$ cat src/sv/cut_list_merge_time_remap_top_macros.svh
// assertion helpers shared by the span table logic
`ifndef CUT_LIST_MERGE_TIME_REMAP_TOP_MACROS_SVH
`define CUT_LIST_MERGE_TIME_REMAP_TOP_MACROS_SVH

// plain clocked property, masked while reset is high
`define CLMTR_ASSERT(lbl, clk, rst, prop, msg) \
   lbl: assert property (@(posedge clk) disable iff (rst) prop) else $error(msg);

// condition in one cycle implies a consequence in the next
`define CLMTR_ASSERT_NEXT(lbl, clk, rst, cond, nxt, msg) \
   lbl: assert property (@(posedge clk) disable iff (rst) (cond) |=> (nxt)) \
      else $error(msg);

`endif

$ cat src/sv/clmtr_pkg.sv
package clmtr_pkg;

   localparam int MAX_SPANS = 64;
   localparam int TIME_W    = 48;
   localparam int IDX_W     = (MAX_SPANS > 1) ? $clog2(MAX_SPANS) : 1;
   localparam int CNT_W     = $clog2(MAX_SPANS + 1);

   localparam logic [CNT_W-1:0] COUNT_MAX = CNT_W'(MAX_SPANS);
   localparam logic signed [TIME_W-1:0] TIME_MIN = {1'b1, {(TIME_W-1){1'b0}}};

   localparam logic [1:0] ACTION_CLEAR = 2'd0;
   localparam logic [1:0] ACTION_ADD   = 2'd1;
   localparam logic [1:0] ACTION_MAP   = 2'd2;

   localparam logic [1:0] STATUS_OK    = 2'd0;
   localparam logic [1:0] STATUS_EMPTY = 2'd1;
   localparam logic [1:0] STATUS_ORDER = 2'd2;
   localparam logic [1:0] STATUS_FULL  = 2'd3;

   typedef struct packed {
      logic signed [TIME_W-1:0] span_start;
      logic signed [TIME_W-1:0] span_end;
   } span_word_type;

   typedef struct packed {
      logic          wr_en;
      logic [IDX_W-1:0] wr_addr;
      span_word_type wr_data;
      logic          rd_en;
      logic [IDX_W-1:0] rd_addr;
   } ram_req_type;

endpackage

$ cat src/sv/clmtr_chan_if.sv
interface clmtr_req_if import clmtr_pkg::*; ();
   logic                     valid;
   logic                     ready;
   logic [1:0]               action;
   logic signed [TIME_W-1:0] span_start;
   logic signed [TIME_W-1:0] span_end;
   logic signed [TIME_W-1:0] query_time;

   modport source (output valid, action, span_start, span_end, query_time, input ready);
   modport sink (input valid, action, span_start, span_end, query_time, output ready);
endinterface

interface clmtr_rsp_if import clmtr_pkg::*; ();
   logic                     valid;
   logic                     ready;
   logic signed [TIME_W-1:0] mapped_time;
   logic [1:0]               status;
   logic [CNT_W-1:0]         entry_count;

   modport source (output valid, mapped_time, status, entry_count, input ready);
   modport sink (input valid, mapped_time, status, entry_count, output ready);
endinterface

$ cat src/sv/clmtr_ctrl.sv
`include "cut_list_merge_time_remap_top_macros.svh"

module clmtr_ctrl import clmtr_pkg::*; (
   input  logic               clock,
   input  logic               reset,
   clmtr_req_if.sink          req_chan,
   clmtr_rsp_if.source        rsp_chan,
   output ram_req_type        ram_req,
   input  span_word_type      rd_data
);

   localparam logic [1:0] ST_IDLE = 2'd0;
   localparam logic [1:0] ST_WALK = 2'd1;
   localparam logic [1:0] ST_SUM  = 2'd2;
   localparam logic [1:0] ST_FIN  = 2'd3;

   logic [1:0]               state_ff, state_in;
   logic [CNT_W-1:0]         count_ff, count_in;
   logic signed [TIME_W-1:0] last_acc_ff, last_acc_in;
   logic signed [TIME_W-1:0] last_start_ff, last_start_in;
   logic signed [TIME_W-1:0] last_end_ff, last_end_in;
   logic signed [TIME_W-1:0] query_ff, query_in;
   logic [TIME_W-1:0]        end_sum_ff, end_sum_in;
   logic [TIME_W-1:0]        start_sum_ff, start_sum_in;
   logic [IDX_W-1:0]         walk_idx_ff, walk_idx_in;
   logic [TIME_W-1:0]        res_mapped_ff, res_mapped_in;
   logic [1:0]               res_status_ff, res_status_in;
   logic                     out_valid_ff, out_valid_in;
   logic [TIME_W-1:0]        out_mapped_ff, out_mapped_in;
   logic [1:0]               out_status_ff, out_status_in;
   logic [CNT_W-1:0]         out_count_ff, out_count_in;

   logic accept;
   logic slot_free;
   logic more_entries;
   logic signed [TIME_W-1:0] req_start;
   logic signed [TIME_W-1:0] req_end;

   assign req_chan.ready = (state_ff == ST_IDLE);
   assign accept         = req_chan.valid && req_chan.ready;
   assign slot_free      = !out_valid_ff || rsp_chan.ready;
   assign req_start      = req_chan.span_start;
   assign req_end        = req_chan.span_end;
   assign more_entries   = (CNT_W'(walk_idx_ff) + CNT_W'(1)) < count_ff;

   always_comb begin
      state_in      = state_ff;
      count_in      = count_ff;
      last_acc_in   = last_acc_ff;
      last_start_in = last_start_ff;
      last_end_in   = last_end_ff;
      query_in      = query_ff;
      end_sum_in    = end_sum_ff;
      start_sum_in  = start_sum_ff;
      walk_idx_in   = walk_idx_ff;
      res_mapped_in = res_mapped_ff;
      res_status_in = res_status_ff;
      out_valid_in  = out_valid_ff && !rsp_chan.ready;
      out_mapped_in = out_mapped_ff;
      out_status_in = out_status_ff;
      out_count_in  = out_count_ff;
      ram_req       = '0;

      unique case (state_ff)
         ST_IDLE: begin
            if (accept) begin
               res_mapped_in = '0;
               res_status_in = STATUS_OK;
               state_in      = ST_FIN;
               case (req_chan.action)
                  ACTION_CLEAR: begin
                     count_in    = '0;
                     last_acc_in = TIME_MIN;
                  end
                  ACTION_ADD: begin
                     if (req_end <= req_start) begin
                        res_status_in = STATUS_EMPTY;
                     end else if (req_start < last_acc_ff) begin
                        res_status_in = STATUS_ORDER;
                     end else if (count_ff != '0 && req_start <= last_end_ff) begin
                        // overlap or touch: widen the last entry in place
                        ram_req.wr_en              = 1'b1;
                        ram_req.wr_addr            = IDX_W'(count_ff - CNT_W'(1));
                        ram_req.wr_data.span_start = last_start_ff;
                        ram_req.wr_data.span_end   = (req_end > last_end_ff) ?
                                                     req_end : last_end_ff;
                        last_end_in                = ram_req.wr_data.span_end;
                        last_acc_in                = req_start;
                     end else if (count_ff >= COUNT_MAX) begin
                        res_status_in = STATUS_FULL;
                     end else begin
                        ram_req.wr_en              = 1'b1;
                        ram_req.wr_addr            = IDX_W'(count_ff);
                        ram_req.wr_data.span_start = req_start;
                        ram_req.wr_data.span_end   = req_end;
                        count_in                   = count_ff + CNT_W'(1);
                        last_start_in              = req_start;
                        last_end_in                = req_end;
                        last_acc_in                = req_start;
                     end
                  end
                  ACTION_MAP: begin
                     query_in     = req_chan.query_time;
                     end_sum_in   = '0;
                     start_sum_in = '0;
                     if (count_ff == '0) begin
                        res_mapped_in = req_chan.query_time;
                     end else begin
                        ram_req.rd_en   = 1'b1;
                        ram_req.rd_addr = '0;
                        walk_idx_in     = '0;
                        state_in        = ST_WALK;
                     end
                  end
                  default: begin
                  end
               endcase
            end
         end
         ST_WALK: begin
            if (query_ff >= rd_data.span_end) begin
               end_sum_in   = end_sum_ff + rd_data.span_end;
               start_sum_in = start_sum_ff + rd_data.span_start;
               if (more_entries) begin
                  ram_req.rd_en   = 1'b1;
                  ram_req.rd_addr = walk_idx_ff + IDX_W'(1);
                  walk_idx_in     = walk_idx_ff + IDX_W'(1);
               end else begin
                  state_in = ST_SUM;
               end
            end else begin
               // query lands inside or ahead of this span: stop the walk
               if (query_ff > rd_data.span_start) begin
                  end_sum_in   = end_sum_ff + query_ff;
                  start_sum_in = start_sum_ff + rd_data.span_start;
               end
               state_in = ST_SUM;
            end
         end
         ST_SUM: begin
            res_mapped_in = query_ff - end_sum_ff + start_sum_ff;
            state_in      = ST_FIN;
         end
         ST_FIN: begin
            if (slot_free) begin
               out_valid_in  = 1'b1;
               out_mapped_in = res_mapped_ff;
               out_status_in = res_status_ff;
               out_count_in  = count_ff;
               state_in      = ST_IDLE;
            end
         end
         default: begin
            state_in = ST_IDLE;
         end
      endcase
   end

   always_ff @(posedge clock) begin
      if (reset) begin
         state_ff     <= ST_IDLE;
         count_ff     <= '0;
         last_acc_ff  <= TIME_MIN;
         out_valid_ff <= 1'b0;
      end else begin
         state_ff     <= state_in;
         count_ff     <= count_in;
         last_acc_ff  <= last_acc_in;
         out_valid_ff <= out_valid_in;
      end
      last_start_ff <= last_start_in;
      last_end_ff   <= last_end_in;
      query_ff      <= query_in;
      end_sum_ff    <= end_sum_in;
      start_sum_ff  <= start_sum_in;
      walk_idx_ff   <= walk_idx_in;
      res_mapped_ff <= res_mapped_in;
      res_status_ff <= res_status_in;
      out_mapped_ff <= out_mapped_in;
      out_status_ff <= out_status_in;
      out_count_ff  <= out_count_in;
   end

   assign rsp_chan.valid       = out_valid_ff;
   assign rsp_chan.mapped_time = out_mapped_ff;
   assign rsp_chan.status      = out_status_ff;
   assign rsp_chan.entry_count = out_count_ff;

   `CLMTR_ASSERT(a_no_write_in_walk, clock, reset, (state_ff == ST_WALK) |-> !ram_req.wr_en, "table written during a walk")
   `CLMTR_ASSERT(a_walk_has_data, clock, reset, (state_ff == ST_WALK) |-> $past(ram_req.rd_en), "walk step without a read issued")
   `CLMTR_ASSERT(a_read_below_count, clock, reset, ram_req.rd_en |-> (CNT_W'(ram_req.rd_addr) < count_ff), "read beyond held entries")
   `CLMTR_ASSERT(a_count_bound, clock, reset, count_ff <= COUNT_MAX, "entry count above table size")
   `CLMTR_ASSERT_NEXT(a_fin_loads_out, clock, reset, state_ff == ST_FIN && slot_free, out_valid_ff && state_ff == ST_IDLE, "finished result not loaded")

endmodule

$ cat src/flat_wrapper.sv
// flat-port wrapper written by rule: the top's interface ports become plain ports
module clmtr_ctrl_flat import clmtr_pkg::*;
  (clock, reset, ram_req, rd_data, req_chan_valid, req_chan_action, req_chan_span_start, req_chan_span_end, req_chan_query_time, req_chan_ready, rsp_chan_valid, rsp_chan_mapped_time, rsp_chan_status, rsp_chan_entry_count, rsp_chan_ready);
  clmtr_req_if req_chan_i ();
  clmtr_rsp_if rsp_chan_i ();
  input  logic clock;
  input  logic reset;
  output ram_req_type ram_req;
  input  span_word_type rd_data;
  input wire logic [$bits(req_chan_i.valid)-1:0] req_chan_valid;
  input wire logic [$bits(req_chan_i.action)-1:0] req_chan_action;
  input wire logic [$bits(req_chan_i.span_start)-1:0] req_chan_span_start;
  input wire logic [$bits(req_chan_i.span_end)-1:0] req_chan_span_end;
  input wire logic [$bits(req_chan_i.query_time)-1:0] req_chan_query_time;
  output wire logic [$bits(req_chan_i.ready)-1:0] req_chan_ready;
  output wire logic [$bits(rsp_chan_i.valid)-1:0] rsp_chan_valid;
  output wire logic [$bits(rsp_chan_i.mapped_time)-1:0] rsp_chan_mapped_time;
  output wire logic [$bits(rsp_chan_i.status)-1:0] rsp_chan_status;
  output wire logic [$bits(rsp_chan_i.entry_count)-1:0] rsp_chan_entry_count;
  input wire logic [$bits(rsp_chan_i.ready)-1:0] rsp_chan_ready;
  assign req_chan_i.valid = req_chan_valid;
  assign req_chan_i.action = req_chan_action;
  assign req_chan_i.span_start = req_chan_span_start;
  assign req_chan_i.span_end = req_chan_span_end;
  assign req_chan_i.query_time = req_chan_query_time;
  assign req_chan_ready = req_chan_i.ready;
  assign rsp_chan_valid = rsp_chan_i.valid;
  assign rsp_chan_mapped_time = rsp_chan_i.mapped_time;
  assign rsp_chan_status = rsp_chan_i.status;
  assign rsp_chan_entry_count = rsp_chan_i.entry_count;
  assign rsp_chan_i.ready = rsp_chan_ready;
  clmtr_ctrl u_core (.clock(clock), .reset(reset), .req_chan(req_chan_i), .rsp_chan(rsp_chan_i), .ram_req(ram_req), .rd_data(rd_data));
endmodule
$ cat config.mk
export PLATFORM = sky130hd
export DESIGN_NAME = clmtr_ctrl_flat
export DESIGN_NICKNAME = d
export VERILOG_FILES = /design/src/sv/clmtr_pkg.sv /design/src/sv/clmtr_chan_if.sv /design/src/sv/clmtr_ctrl.sv /design/src/flat_wrapper.sv
export VERILOG_INCLUDE_DIRS = /design/src /design/src/sv
export SDC_FILE = /design/constraint.sdc
export NUM_CORES = 2
export LEC_CHECK = 0
export ABC_AREA = 1
export CAP_MARGIN = 25
export CORE_MARGIN = 2
export CORE_UTILIZATION = 46
export CTS_BUF_LIST = sky130_fd_sc_hd__clkbuf_4 sky130_fd_sc_hd__clkbuf_8
export DETAILED_ROUTE_END_ITERATION = 10
export DONT_BUFFER_PORTS = 1
export SETUP_SLACK_MARGIN = 0.2
export SLEW_MARGIN = 15
export SYNTH_ARGS = -nofsm -noshare
export SYNTH_HDL_FRONTEND = slang
export SYNTH_SLANG_ARGS = --single-unit
$ cat constraint.sdc
create_clock -name clock -period 8.8 [get_ports clock]
set_input_delay 1.76 -clock clock [delete_from_list [all_inputs] [get_ports clock]]
set_output_delay 1.76 -clock clock [all_outputs]
set_load 0.01 [all_outputs]
# Yosys cells after proc, flatten, opt, wreduce, memory -nomap -nowiden
# Cells that the tools add are included.
# totals
ff_bits	411
input_bits	246
output_inout_bits	169
# classes
n_addsub	9
magnitude_cmp	8
eq_ne	19
n_mux	56
bitwise	5
n_reduce_logical	25
# op_table
op	count
48-bit two-way mux	16
103-bit two-way mux	6
48-bit one-hot mux with 2 select lines	4
48-bit adder	4
110-bit two-way mux	1
48-bit > comparator	2
48-bit less-or-equal comparator	2
7-bit two-way mux	8
48-bit greater-or-equal comparator	1
48-bit < comparator	1
48-bit subtractor	1
6-bit two-way mux	5
7-bit one-hot mux with 2 select lines	2
2-bit two-way mux	9
6-bit AND reduction	3
2-bit inequality test, second input constant	7
7-bit AND reduction	2
6-bit one-hot mux with 2 select lines	1
2-bit by 1-bit inequality test with 1-bit output, second input constant	4
2-bit one-hot mux with 4 select lines	1
6-bit by 1-bit adder with 7-bit output, second input constant	1
7-bit by 1-bit adder with 7-bit output, second input constant	1
7-bit greater-or-equal comparator, second input constant	1
7-bit logical NOT	1
other kinds (20)	38

# Longest topological paths before layout
# depth
ltp_word	8
depth_mapped	33

# Worst setup path before layout
# Ideal clock, no wire load.
# synth_path
path_kind	input port to flip-flop
start	in req_chan_action[0]
end	reg u_core.end_sum_ff[0], enable pin
setup_time_ns	0.582
arrival_time_ns	8.869
slack_ns	-0.651
cell_stages	5
cell_sequence	inv_1 > nand2_1 > nor2_1 > a21oi_1 > a21oi_1
# synth_via
elab_chain_len	3
# synth_lines
element	line_no	rtl
start: declaration	flat_wrapper.sv:11	input wire logic [$bits(req_chan_i.action)-1:0] req_chan_action;
2-bit == test	clmtr_ctrl.sv:70	case (req_chan.action)
2-bit inequality test (no source line)	n/a	
4-bit AND reduction (no source line)	n/a	
end signal: assignment	clmtr_ctrl.sv:174	end_sum_ff <= end_sum_in;
end: declaration	clmtr_ctrl.sv:23	logic [TIME_W-1:0] end_sum_ff, end_sum_in;
# Every way passes these cells.
# A chain may end at the register's enable or synchronous reset.

==> qor.csv <==
metric,value,unit
cell type contributing the most total cell area after synthesis,edfxtp_1,
status,"complete, no violations",
TritonCTS clock tree,yes,
VDD IR-drop max,0.1214,mV
"flops & latches, synth",411,
most common cell in the synthesized netlist,nand2_1,
CP dominant cell by count,nand2_1,
count of cell types in the netlist,50,
total of buffers placed on input and output ports,0,
CTS Root Buffer Type,clkbuf_8,
"Top FF cell, synth",edfxtp_1,
share of post-route cells with drive strength above 1,4.243,%
Total Routed Length,121900,um
clock-pin slew on the worst setup and hold paths,60,ps
number of maximum-capacitance violations,0,
power density normalized to cell area,279.2,nW/um^2
Max-slew headroom,21.35,%
detailed-route wire length per cell,20.70,um
count of cell instances traversed by the critical path,15,
"Cell Chain, Critical Path",ha_1 > nand2_1 > nor3_2 > nand2_1 > nor2_1 > nand2_1 > nand3_1 > nand2_1 > nand3_1 > nand2_2 > nand2_2 > inv_1 > nor2_4 > inv_1 > nor2_1,
destination of the worst register-to-register timing path,u_core.end_sum_ff[34],
Top Ports,415,
clock group share of total power,20.0,%
Async SR Flop Fraction,0,%
Critical Path AT,5400,ps
Fin. Hold Viols,0,
synth cell count leaders,"nand2_1, inv_1, a21oi_1",
Clock Skew,43.31,ps
Leakage Power,18.20,nW
# placed instances,5736,
Logic pwr share,51.9,%
aggregate negative setup slack,0,ps
launching element of the worst setup path,req_chan_span_start[47],
"Min Clock Period, post-route",7163,ps
category of cells accounting for the largest share of critical-path delay,simple AND/OR/NAND/NOR gates,
number of synthesized flops with an enable pin,353,
final core area utilization,50.46,%
setup repair bufs after CTS,0,
largest net degree at the start of global routing,78,
maximum clock path buffer count,3,
source of the worst register-to-register timing path,u_core.query_ff[15],
switching share of total power,47.19,%
RSZ-0062 raised after global routing,no,
total die area,79480,um^2
fraction of the yosys area taken by sequential cells,33.10,%
area share of the largest cell type after synthesis,29.83,%
vias in the first global route,30733,
final layout net count,5531,
CP Data Required Time,7040,ps
std cell rows,101,
GP Congestion,0.9797,
area inside the core boundary,76200,um^2
number of non-filler instances in the completed layout,5890,
post-synthesis average cell area,7.420,um^2
Critical Path Sink,ram_req[105],
kind of end point of the critical path,output pin,
worst setup path category,in2out,
largest fanout of any net on the critical path,29,
internal power,0.005670,W
setup slack of the worst register-to-register path,2640,ps
cts bufs inserted,81,
total of warnings raised by yosys,0,
area growth from synthesis to layout,8.222,%
H-tree levels,3,
Setup crit start kind,input port,
portion of the clock cycle consumed by the worst path in the final layout,81.39,%
post-detailed-route count of antenna-violating nets,0,
register share of total power,28.1,%
quantity of hold-fixing buffers added after cts,0,
detailed-router iteration count before antenna repair,6,
Switching Power,0.005066,W
area of the mapped netlist,35530,um^2
biggest area contributors in the synthesized netlist,"edfxtp_1, ha_1, nand2_1",
hold crit path type,reg2reg,
number of cells on the worst reg-to-reg path,21,
vias per cell,5.462,
effective utilization at floorplan,46.63,%
final count of negative-setup-slack endpoints,0,
estimated wirelength of the detail-placed design,96980,um
number of standard cells after synthesis,4789,
largest stage delay on the critical path,570,ps
worst path bufs/invs,2,
clock latency at the later pin of the worst-skew pair,710,ps
Sink Count,411,
Max Clock Freq,139.6,MHz
final global-route overflow total,0,
global-route wire length before repair,180800,um
"Net Count, Synth",5530,
post-detailed-route DRC marker count,0,
worst-margin pin slew,1167,ps
number of vias in the routed layout,32174,
chip width,281.9,um
die boundary height,281.9,um
antenna violations before repair,6,
violation count after the first detailed-routing iteration,2623,
Resized cells post-CTS,0,
"slowest stage cell, crit path",nor2_4,
Final Max Tran Viols,0,
total global routing track utilization,29.94,%
-- per-stage QoR --
stage	total power, W	worst slack [ps]	hold WS [ps]	instance area [um^2]
3_3_place_gp	0.008491	1398	400.2	36660
2_1_floorplan	0.006839	1256	400.3	35540
6_report	0.01074	1637	393.9	38450
5_1_grt	0.01156	1425	394.2	38450
4_1_cts	0.01070	1354	385.5	38420
3_5_place_dp	0.008518	1351	404.5	36680
-- cell usage in the layout (no fill, tap or decap), drive strengths merged, types with 20 or more instances in the layout --
cell type | netlist | final
clkbuf | 62 | 108
buf | 53 | 33
dfxtp | 58 | 58
nor3 | 46 | 46
o21ai | 353 | 353
nor2 | 397 | 397
a31oi | 33 | 33
inv | 844 | 848
edfxtp | 353 | 353
nand3 | 264 | 264
ha | 446 | 446
nand4 | 88 | 88
nand2 | 1048 | 1048
a21o | 20 | 20
a21oi | 514 | 514
fa | 49 | 49
o21a | 42 | 42
clkinv | 2 | 28
-- registers in the layout, indices dropped and copies added, names as in the netlist --
signal	count
u_core.count_ff	7
u_core.end_sum_ff	48
u_core.last_acc_ff	48
u_core.last_end_ff	48
u_core.last_start_ff	48
u_core.query_ff	48
u_core.res_mapped_ff	48
u_core.res_status_ff	2
u_core.rsp_chan.entry_count	7
u_core.rsp_chan.mapped_time	48
u_core.rsp_chan.status	2
u_core.rsp_chan.valid	1
u_core.start_sum_ff	48
u_core.state_ff	2
u_core.walk_idx_ff	6
-- logic make-up (layout without fill, tap and decap cells) --
| logic type | Yosys count | count (layout) | synth area share (%) |
|---|---|---|---|
| AOI/OAI and AO/OA | 1021 | 1021 | 15.42 |
| DFF | 411 | 411 | 33.10 |
| xor gates and xnor gates | 26 | 26 | 0.6409 |
| buffers and inverters | 961 | 1027 | 10.44 |
| other | 0 | 5 | 0 |
| adders and majority gates | 495 | 495 | 18.47 |
| and+or+nand+nor | 1875 | 1875 | 21.94 |
-- power by group through the flow --
stage,clock (W),sequential [W],combinational [W]
after CTS,0.00219,0.00301,0.00550
after global routing,0.00228,0.00305,0.00623
final,0.00215,0.00301,0.00557
after detailed placement,0,0.00305,0.00547
after floorplan,0,0.00297,0.00387
after global placement,0,0.00304,0.00545
-- worst min-delay path by stage --
stage | from | to | slack (ps) | depth (start not counted)
after floorplan | u_core.res_mapped_ff[0] | u_core.rsp_chan.mapped_time[0] | 400 | 0
after global placement | u_core.res_mapped_ff[38] | u_core.rsp_chan.mapped_time[38] | 400 | 0
after detailed placement | u_core.res_mapped_ff[12] | u_core.rsp_chan.mapped_time[12] | 400 | 0
after CTS | u_core.res_mapped_ff[38] | u_core.rsp_chan.mapped_time[38] | 390 | 0
after global routing | u_core.res_mapped_ff[38] | u_core.rsp_chan.mapped_time[38] | 390 | 0
final | u_core.res_mapped_ff[37] | u_core.rsp_chan.mapped_time[37] | 390 | 0
-- layout make-up --
type | count | area (um^2)
fill | 7701 | 37750
multi-input combinational | 3417 | 20190
timing repair buffer | 33 | 290.3
inverter | 846 | 3176
antenna | 5 | 12.51
sequential | 411 | 11760
clock inverter | 40 | 384.1
clock buffer | 108 | 1355
tap | 1030 | 1289
-- layer usage --
| metal | vias up | track usage [%] | part of all wire, % |
|---|---|---|---|
| li1 | 16041 | - | - |
| met1 | 14830 | 36.99 | 42 |
| met2 | 1086 | 51.89 | 48 |
| met3 | 203 | 6.720 | 7.6 |
| met4 | 14 | 9.056 | 3.0 |
| met5 | - | 0 | 0.097 |
Note: power is estimated with default switching activity, not from simulation.
